File: src/rtl/lfps_pkg.sv
// Shared widths, constants and helpers of the five-point second-derivative stencil.
package lfps_pkg;

    localparam int SAMPLE_WIDTH = 24;
    // Stencil coefficient magnitudes sum to 64, so a sum needs seven bits above a sample.
    localparam int SUM_W   = SAMPLE_WIDTH + 7;
    localparam int SCALE_W = 32;
    localparam int FRAC_W  = 16;
    localparam int PROD_W  = SUM_W + SCALE_W + 1;
    localparam int SH_W    = PROD_W - FRAC_W;
    localparam int OUT_W   = 48;
    localparam int EXT_W   = SH_W + OUT_W;
    localparam int SEEN_W  = 3;
    localparam int ADDR_W  = 3;
    localparam int DATA_W  = 32;

    localparam logic [SCALE_W-1:0] SCALE_RESET = SCALE_W'(65536);

    localparam logic signed [SUM_W-1:0] K16 = SUM_W'(16);
    localparam logic signed [SUM_W-1:0] K17 = SUM_W'(17);
    localparam logic signed [SUM_W-1:0] K30 = SUM_W'(30);
    localparam logic signed [SUM_W-1:0] K46 = SUM_W'(46);

    localparam logic signed [OUT_W-1:0] OUT_MAX = {1'b0, {(OUT_W-1){1'b1}}};
    localparam logic signed [OUT_W-1:0] OUT_MIN = {1'b1, {(OUT_W-1){1'b0}}};
    localparam logic signed [EXT_W-1:0] EXT_MAX = EXT_W'(OUT_MAX);
    localparam logic signed [EXT_W-1:0] EXT_MIN = EXT_W'(OUT_MIN);

    typedef logic signed [SAMPLE_WIDTH-1:0] t_sample;
    typedef logic signed [SUM_W-1:0]        t_sum;

    // Flags that travel with each result through the scaling pipeline.
    typedef struct packed {
        logic fin;
        logic err;
    } t_tag;

    // Clamps a shifted product to the signed output range.
    function automatic logic signed [OUT_W-1:0] f_sat(input logic signed [SH_W-1:0] v);
        logic signed [EXT_W-1:0] e;
        e = EXT_W'(v);
        if (e > EXT_MAX) begin
            return OUT_MAX;
        end else if (e < EXT_MIN) begin
            return OUT_MIN;
        end else begin
            return e[OUT_W-1:0];
        end
    endfunction

endpackage

File: src/rtl/lfps_tap_cell.sv
// One window cell: holds a sample and passes it to the next cell on each shift.
module lfps_tap_cell
    import lfps_pkg::*;
(
    input  logic    i_clk,
    input  logic    i_rst_n,
    input  logic    i_shift,
    input  logic    i_clear,
    input  t_sample i_d,
    output t_sample o_q
);

    t_sample r_q;

    always_ff @(posedge i_clk) begin
        if (!i_rst_n || i_clear) begin
            r_q <= '0;
        end else if (i_shift) begin
            r_q <= i_d;
        end
    end

    assign o_q = r_q;

endmodule

File: src/rtl/lfps_scaler.sv
// Two-stage scaling pipeline: signed multiply by the scale, then shift and saturate.
module lfps_scaler
    import lfps_pkg::*;
(
    input  logic                     i_clk,
    input  logic                     i_rst_n,
    input  logic [SCALE_W-1:0]       i_scale,
    input  logic                     i_valid,
    input  t_sum                     i_sum,
    input  t_tag                     i_tag,
    output logic                     o_ready,
    output logic                     o_valid,
    output logic signed [OUT_W-1:0]  o_derivative,
    output t_tag                     o_tag,
    input  logic                     i_ready
);

    logic                      r_b_valid;
    logic signed [PROD_W-1:0]  r_b_prod;
    t_tag                      r_b_tag;
    logic                      r_c_valid;
    logic signed [OUT_W-1:0]   r_c_data;
    t_tag                      r_c_tag;

    logic                      c_free;
    logic                      b_free;
    logic signed [PROD_W-1:0]  n_b_prod;

    assign c_free = !r_c_valid || i_ready;
    assign b_free = !r_b_valid || c_free;

    // A floor shift of the signed product matches rounding toward minus infinity.
    assign n_b_prod = PROD_W'(i_sum) * PROD_W'($signed({1'b0, i_scale}));

    always_ff @(posedge i_clk) begin
        if (!i_rst_n) begin
            r_b_valid <= 1'b0;
            r_c_valid <= 1'b0;
        end else begin
            if (b_free) begin
                r_b_valid <= i_valid;
            end
            if (c_free) begin
                r_c_valid <= r_b_valid;
            end
        end
        if (b_free && i_valid) begin
            r_b_prod <= n_b_prod;
            r_b_tag  <= i_tag;
        end
        if (c_free && r_b_valid) begin
            r_c_data <= f_sat($signed(r_b_prod[PROD_W-1:FRAC_W]));
            r_c_tag  <= r_b_tag;
        end
    end

    assign o_ready      = b_free;
    assign o_valid      = r_c_valid;
    assign o_derivative = r_c_data;
    assign o_tag        = r_c_tag;

endmodule

File: src/rtl/laplacian_five_point_stencil.sv
// Top level of the streamed fourth-order second-derivative stencil.
//
//  Channel   Direction  Signals                                     Transfer when
//  -------   ---------  ------------------------------------------  -------------------------
//  input     in         i_sample, i_last                            i_in_valid & o_in_ready
//  output    out        o_derivative, o_final_res, o_error          o_out_valid & i_out_ready
//  config    APB        psel, penable, pwrite, paddr, pwdata, ...   psel & penable & pwrite
//
// One sample is taken per cycle while o_in_ready is high. The last sample of a
// run of four or more samples produces three results, which share the single
// multiplier one per cycle unless stalled, so that sample holds the front stage
// until all three have left. Each result then passes the product register and
// the output register. Reset is synchronous and active low; it empties every
// stage, clears the window and restores the scale. A stall on the output fills
// the two pipeline registers and the front stage, and then holds o_in_ready low.
module laplacian_five_point_stencil
    import lfps_pkg::*;
(
    input  logic                    i_clk,
    input  logic                    i_rst_n,
    // Sample stream.
    input  logic                    i_in_valid,
    output logic                    o_in_ready,
    input  logic signed [SAMPLE_WIDTH-1:0] i_sample,
    input  logic                    i_last,
    // Result stream.
    output logic                    o_out_valid,
    input  logic                    i_out_ready,
    output logic signed [OUT_W-1:0] o_derivative,
    output logic                    o_final_res,
    output logic                    o_error,
    // Register port.
    input  logic                    psel,
    input  logic                    penable,
    input  logic                    pwrite,
    input  logic [ADDR_W-1:0]       paddr,
    input  logic [DATA_W-1:0]       pwdata,
    output logic [DATA_W-1:0]       prdata,
    output logic                    pready
);

    // Register index of the scale, taken from the word address bit.
    localparam logic REG_SCALE = 1'b0;

    logic [SCALE_W-1:0] r_scale;
    logic [SEEN_W-1:0]  r_seen;

    // Front stage: up to three stencil sums waiting for the multiplier.
    logic               r_a_valid;
    logic [1:0]         r_a_cnt;
    t_sum               r_a_sum [0:2];
    logic               r_a_fin;
    logic               r_a_err;

    logic               accept;
    logic               issue;
    logic               sc_ready;
    logic               has_out;
    logic [1:0]         n_a_cnt;
    t_sum               n_a_sum [0:2];
    logic               n_a_err;
    t_tag               issue_tag;
    t_tag               out_tag;

    t_sample            win [0:3];
    t_sum               e0, e1, e2, e3, ec;
    t_sum               s_int, s_p0, s_p1, s_n2, s_n1;

    // ---------------------------------------------------------------------------
    // Register port. Every access completes in its access cycle.
    // ---------------------------------------------------------------------------
    assign pready = 1'b1;
    assign prdata = (paddr[2] == REG_SCALE) ? r_scale : '0;

    always_ff @(posedge i_clk) begin
        if (!i_rst_n) begin
            r_scale <= SCALE_RESET;
        end else if (psel && penable && pwrite && pready && (paddr[2] == REG_SCALE)) begin
            r_scale <= pwdata;
        end
    end

    // ---------------------------------------------------------------------------
    // Window: a chain of four cells. Cell 3 holds the newest sample; each shift
    // moves every sample one cell toward cell 0. The last sample clears the chain.
    // ---------------------------------------------------------------------------
    assign accept = i_in_valid && o_in_ready;

    for (genvar g = 0; g < 4; g++) begin : g_tap
        lfps_tap_cell u_cell (
            .i_clk   (i_clk),
            .i_rst_n (i_rst_n),
            .i_shift (accept && !i_last),
            .i_clear (accept && i_last),
            .i_d     ((g == 3) ? i_sample : win[(g + 1) % 4]),
            .o_q     (win[g])
        );
    end

    always_ff @(posedge i_clk) begin
        if (!i_rst_n) begin
            r_seen <= '0;
        end else if (accept) begin
            if (i_last) begin
                r_seen <= '0;
            end else if (r_seen < SEEN_W'(4)) begin
                r_seen <= r_seen + SEEN_W'(1);
            end
        end
    end

    // ---------------------------------------------------------------------------
    // Stencil sums. The constant products reduce to shifts and adds.
    // ---------------------------------------------------------------------------
    assign e0 = SUM_W'(win[0]);
    assign e1 = SUM_W'(win[1]);
    assign e2 = SUM_W'(win[2]);
    assign e3 = SUM_W'(win[3]);
    assign ec = SUM_W'(i_sample);

    assign s_int = K16 * e1 - e0 - K30 * e2 + K16 * e3 - ec;
    assign s_p1  = K17 * e1 - K30 * e2 + K16 * e3 - ec;
    assign s_p0  = K17 * e3 - K46 * e2 - ec;
    assign s_n2  = K16 * e2 - e1 - K30 * e3 + K17 * ec;
    assign s_n1  = K17 * e3 - e2 - K46 * ec;

    // A run of fewer than four samples ends with a single error result of zero.
    always_comb begin
        has_out    = 1'b0;
        n_a_cnt    = 2'd1;
        n_a_err    = 1'b0;
        n_a_sum[0] = s_int;
        n_a_sum[1] = s_n2;
        n_a_sum[2] = s_n1;
        if (i_last) begin
            has_out = 1'b1;
            if (r_seen < SEEN_W'(3)) begin
                n_a_err    = 1'b1;
                n_a_sum[0] = '0;
            end else begin
                n_a_cnt = 2'd3;
                if (r_seen == SEEN_W'(3)) begin
                    n_a_sum[0] = s_p1;
                end
            end
        end else begin
            case (r_seen)
                SEEN_W'(2): begin
                    has_out    = 1'b1;
                    n_a_sum[0] = s_p0;
                end
                SEEN_W'(3): begin
                    has_out    = 1'b1;
                    n_a_sum[0] = s_p1;
                end
                SEEN_W'(4): begin
                    has_out = 1'b1;
                end
                default: begin
                    has_out = 1'b0;
                end
            endcase
        end
    end

    // ---------------------------------------------------------------------------
    // Front stage. It hands one sum per cycle to the scaler while sc_ready is high
    // and takes a new sample in the same cycle as its final sum leaves.
    // ---------------------------------------------------------------------------
    assign issue      = r_a_valid && sc_ready;
    assign o_in_ready = !r_a_valid || (sc_ready && (r_a_cnt == 2'd1));

    always_ff @(posedge i_clk) begin
        if (!i_rst_n) begin
            r_a_valid <= 1'b0;
            r_a_cnt   <= 2'd1;
        end else if (accept) begin
            r_a_valid <= has_out;
            r_a_cnt   <= n_a_cnt;
        end else if (issue) begin
            if (r_a_cnt == 2'd1) begin
                r_a_valid <= 1'b0;
            end else begin
                r_a_cnt <= r_a_cnt - 2'd1;
            end
        end
        if (accept) begin
            r_a_sum[0] <= n_a_sum[0];
            r_a_sum[1] <= n_a_sum[1];
            r_a_sum[2] <= n_a_sum[2];
            r_a_fin    <= i_last;
            r_a_err    <= n_a_err;
        end else if (issue) begin
            r_a_sum[0] <= r_a_sum[1];
            r_a_sum[1] <= r_a_sum[2];
        end
    end

    // Only the final sum of a run's closing group carries the end-of-run flag.
    assign issue_tag.fin = r_a_fin && (r_a_cnt == 2'd1);
    assign issue_tag.err = r_a_err;

    lfps_scaler u_scaler (
        .i_clk        (i_clk),
        .i_rst_n      (i_rst_n),
        .i_scale      (r_scale),
        .i_valid      (r_a_valid),
        .i_sum        (r_a_sum[0]),
        .i_tag        (issue_tag),
        .o_ready      (sc_ready),
        .o_valid      (o_out_valid),
        .o_derivative (o_derivative),
        .o_tag        (out_tag),
        .i_ready      (i_out_ready)
    );

    assign o_final_res = out_tag.fin;
    assign o_error     = out_tag.err;

endmodule
File: config.mk
export PLATFORM = sky130hd
export DESIGN_NAME = laplacian_five_point_stencil
export DESIGN_NICKNAME = d
export VERILOG_FILES = /design/src/rtl/lfps_pkg.sv /design/src/rtl/lfps_tap_cell.sv /design/src/rtl/lfps_scaler.sv /design/src/rtl/laplacian_five_point_stencil.sv
export SDC_FILE = /design/constraint.sdc
export NUM_CORES = 2
export LEC_CHECK = 0
export ABC_AREA = 1
export BUFFER_PORTS_ARGS = -buffer_cell sky130_fd_sc_hd__buf_4
export CORE_ASPECT_RATIO = 0.6
export CORE_UTILIZATION = 37
export CTS_CLUSTER_SIZE = 40
export DETAILED_ROUTE_END_ITERATION = 8
export PLACE_DENSITY = 0.6
export REMOVE_ABC_BUFFERS = 1
export SYNTH_ARGS = -nofsm -noshare
export SYNTH_HDL_FRONTEND = slang
export SYNTH_SLANG_ARGS = --single-unit
File: constraint.sdc
create_clock -name i_clk -period 19.1 [get_ports i_clk]
set_input_delay 0.955 -clock i_clk [delete_from_list [all_inputs] [get_ports i_clk]]
set_output_delay 0.955 -clock i_clk [all_outputs]
set_load 0.05 [all_outputs]
==> run summary <==
global routing met1 resource utilization -> 0.447
worst-case reg-to-reg path depth -> 31
fin nets -> 11500
largest net degree at the start of global routing -> 114
Row Count -> 128
count of clock tree sinks -> 331
kind of cell with the highest combined delay on the critical path -> adder cells
final setup violation count -> 0
number of filler instances in the final layout -> 20700
insertion delay of the later-clocked pin in the worst-skew pair -> 680 ps
grt met2 use -> 0.343
met3 track demand over resource in global routing -> 0.0817
horizontal extent of the die -> 586 µm
Vias/cell -> 5.16
placeable core region -> 203000 µm²
max-slew violation total from the final report -> 6
initial core utilization -> 0.373
kind of start point of the critical path -> flip-flop
Post-synth EDFFs -> 195
Syn-to-layout area delta -> 7.22%
Port Buffers -> 148
cells after synthesis -> 9201
Hold Path Class -> flip-flop to flip-flop
Critical R2R Launch -> g_tap[3].u_cell.o_q[1]
Register-to-Register Setup Slack -> 9350 ps
fin util -> 0.400
Critical Path RT -> 19480 ps
part of the Yosys area used for sequential elements -> 0.113
outcome -> complete, but fails checks
launch point of the worst hold path -> u_scaler.r_b_prod[57]
Boundary Pins -> 152
post-cts resize count -> 0
routability congestion estimate from global placement -> 1.03
Synth warnings -> 0
storage element area -> 8580 µm²
mean cell area of the mapped netlist -> 8.23 µm²
unrepaired setup endpoints after global routing -> false
CP max FO -> 15
clock skew after layout -> 82.1 ps
clock period minus final worst setup slack -> 9750 ps
clock root cell -> sky130_fd_sc_hd__clkbuf_16
total iterations of the first detailed-routing run -> 7
fraction of final layout cells with drive strength greater than 1 -> 0.0436
delay of the slowest cell on the worst path -> 790 ps
setup TNS after final layout -> 0 ps
DIE AREA -> 207000 µm²
clock buffers created by TritonCTS -> 40
endpoint of the most critical register-to-register path -> r_a_sum[0][56]
Slew HR -> -0.103
post-DR wirelength/cell -> 23.0 µm
first-pass GRT wire length -> 415000 µm
Critical Setup Path Class -> flip-flop to flip-flop
leading register cell type out of synthesis -> sky130_fd_sc_hd__edfxtp_1
Critical Path AT -> 10130 ps
Die Y-Extent -> 353 µm
initial antenna violation count -> 8
Total Wirelength -> 275000 µm
total setup buffers inserted after CTS -> 0
DRC violation count after routing -> 0
iteration-0 DRC count of the detailed router -> 6844
Multi-input gate area -> 57200 µm²
FF+latch count, synth -> 331
via count of the first global-routing pass -> 62200
final critical-path share of the clock period -> 0.510
highest-delay cell along the critical path -> sky130_fd_sc_hd__dfxtp_1
capture endpoint of the worst hold path -> u_scaler.o_derivative[41]
overall routing resource usage -> 0.271
Overflow after GRT -> 0
worst hold path depth -> 0
count of hold-fix buffers inserted at cts -> 0
total via count in the routed design -> 61600
Final Hold Viols -> 0
MaxCap Viol Count -> 2
Clk pin slew, worst setup/hold paths -> 60 ps
share of flip-flops with an asynchronous set or reset -> 0
H-Tree Level Count -> 2
gr busiest metal -> met1
CTS tree -> built
Crit. End Element -> flip-flop
highest clock frequency the design can meet -> 103 MHz
area of the mapped netlist -> 75800 µm²
maximum count of clock buffers along a single path -> 3
HPWL Detailed -> 231000 µm
Bufs and invs on worst path -> 4
library cells used by synthesis -> 66
remaining number of nets flagged by the antenna check after routing -> 0
violated checks -> max-capacitance violations, max-slew violations
Worst Tran Pin Value -> 1640 ps
## placed cells by master, fill, tap and decap left out, drive strengths merged, types with 14 or more instances in the layout
| cell | n |
|---|---|
| nand4 | 37 |
| edfxtp | 195 |
| a211oi | 95 |
| nor3 | 70 |
| a21o | 32 |
| a31oi | 47 |
| clkbuf | 53 |
| nand3 | 171 |
| nor2 | 502 |
| nand2 | 1750 |
| inv | 2368 |
| o21ai | 285 |
| a21boi | 15 |
| clkinv | 15 |
| dfxtp | 136 |
| buf | 240 |
| o211ai | 17 |
| or2 | 38 |
| o21bai | 42 |
| xnor2 | 123 |
| ha | 899 |
| o21a | 32 |
| a21oi | 464 |
| nor4 | 14 |
| fa | 1325 |
| xor2 | 172 |
## final cells by class
type / count / share of cell area
sequential: 331 / 0.106
tap: 2730 / 0.0421
antenna: 3 / 0.0000924
inverter: 2366 / 0.109
timing repair buffer: 240 / 0.0222
clock inverter: 21 / 0.00299
multi-input combinational: 6199 / 0.704
clock buffer: 53 / 0.0139
## layer usage
| layer | vias to the layer above | routed length, µm |
|---|---|---|
| li1 | 27900 | - |
| met1 | 30800 | 140000 |
| met2 | 2790 | 99100 |
| met3 | 202 | 33200 |
| met4 | 2 | 3060 |
| met5 | - | 12 |
## registers in the layout, summed over array words and instances, names as in the netlist
name	count
u_scaler.o_derivative	48
u_scaler.o_tag	2
r_a_valid	1
r_a_err	1
r_a_sum	93
r_seen	3
r_a_cnt	2
u_scaler.r_b_prod	48
u_scaler.r_b_tag	2
u_scaler.o_valid	1
g_tap.u_cell.o_q	96
r_scale	32
r_a_fin	1
u_scaler.r_b_valid	1
## per-stage QoR
stage               area, µm²  setup WS, ps  hold WS [ps]  std cells
floorplan               74600         12210           400       8896
global placement        79800          9900           407      11900
detailed placement      79800          9760           405      11900
CTS                     81200          9680           419      11900
global route            81200          8980           420      11900
finish                  81200          9350           418      11900
## cells by family (layout without fill, tap and decap cells)
group / after synthesis / in the layout / synth area share
AOI/OAI and AO/OA: 1080 / 1080 / 0.0837
and+or+nand+nor: 2599 / 2599 / 0.137
buffers and inverters: 2671 / 2680 / 0.133
other: 1 / 4 / 0.0000495
DFF: 331 / 331 / 0.113
adders and majority gates: 2224 / 2224 / 0.499
xor gates and xnor gates: 295 / 295 / 0.0345
## worst register-to-register path, delay by kind of cell, from the launching register on
kind            cells  cell delay, ps
compound gates     11            3740
xor+xnor            1             160
fa+ha+maj           9            3700
buf+inv             4             240
flops               1             790
simple gates        6             840
## worst max-delay path by stage
stage,endpoint,from,cells after the start
floorplan,u_scaler.r_b_prod[60],r_a_sum[0][7],25
global placement,r_a_sum[0][56],g_tap[3].u_cell.o_q[1],31
detailed placement,r_a_sum[0][56],g_tap[3].u_cell.o_q[1],31
CTS,r_a_sum[0][56],g_tap[3].u_cell.o_q[1],31
global route,r_a_sum[0][56],g_tap[3].u_cell.o_q[1],31
finish,r_a_sum[0][56],g_tap[3].u_cell.o_q[1],31
## cell usage after synthesis, types with 39 or more instances
master | n | area (µm²)
sky130_fd_sc_hd__nor2_1 | 500 | 1880
sky130_fd_sc_hd__clkbuf_1 | 274 | 1030
sky130_fd_sc_hd__a211oi_1 | 95 | 713
sky130_fd_sc_hd__fa_1 | 1325 | 26500
sky130_fd_sc_hd__o21ai_0 | 245 | 1230
sky130_fd_sc_hd__o21bai_1 | 39 | 293
sky130_fd_sc_hd__ha_1 | 899 | 11200
sky130_fd_sc_hd__xnor2_1 | 120 | 1050
sky130_fd_sc_hd__edfxtp_1 | 195 | 5860
sky130_fd_sc_hd__nand2_1 | 1741 | 6540
sky130_fd_sc_hd__a21oi_1 | 452 | 2260
sky130_fd_sc_hd__inv_1 | 2357 | 8850
sky130_fd_sc_hd__a31oi_1 | 47 | 294
sky130_fd_sc_hd__nand3_1 | 171 | 856
sky130_fd_sc_hd__nor3_1 | 69 | 345
sky130_fd_sc_hd__dfxtp_1 | 136 | 2720
sky130_fd_sc_hd__xor2_1 | 171 | 1500
Power is left out: the tool's default activity adds up to more than one toggle a clock period on the data nets, which glitch-free logic cannot reach.
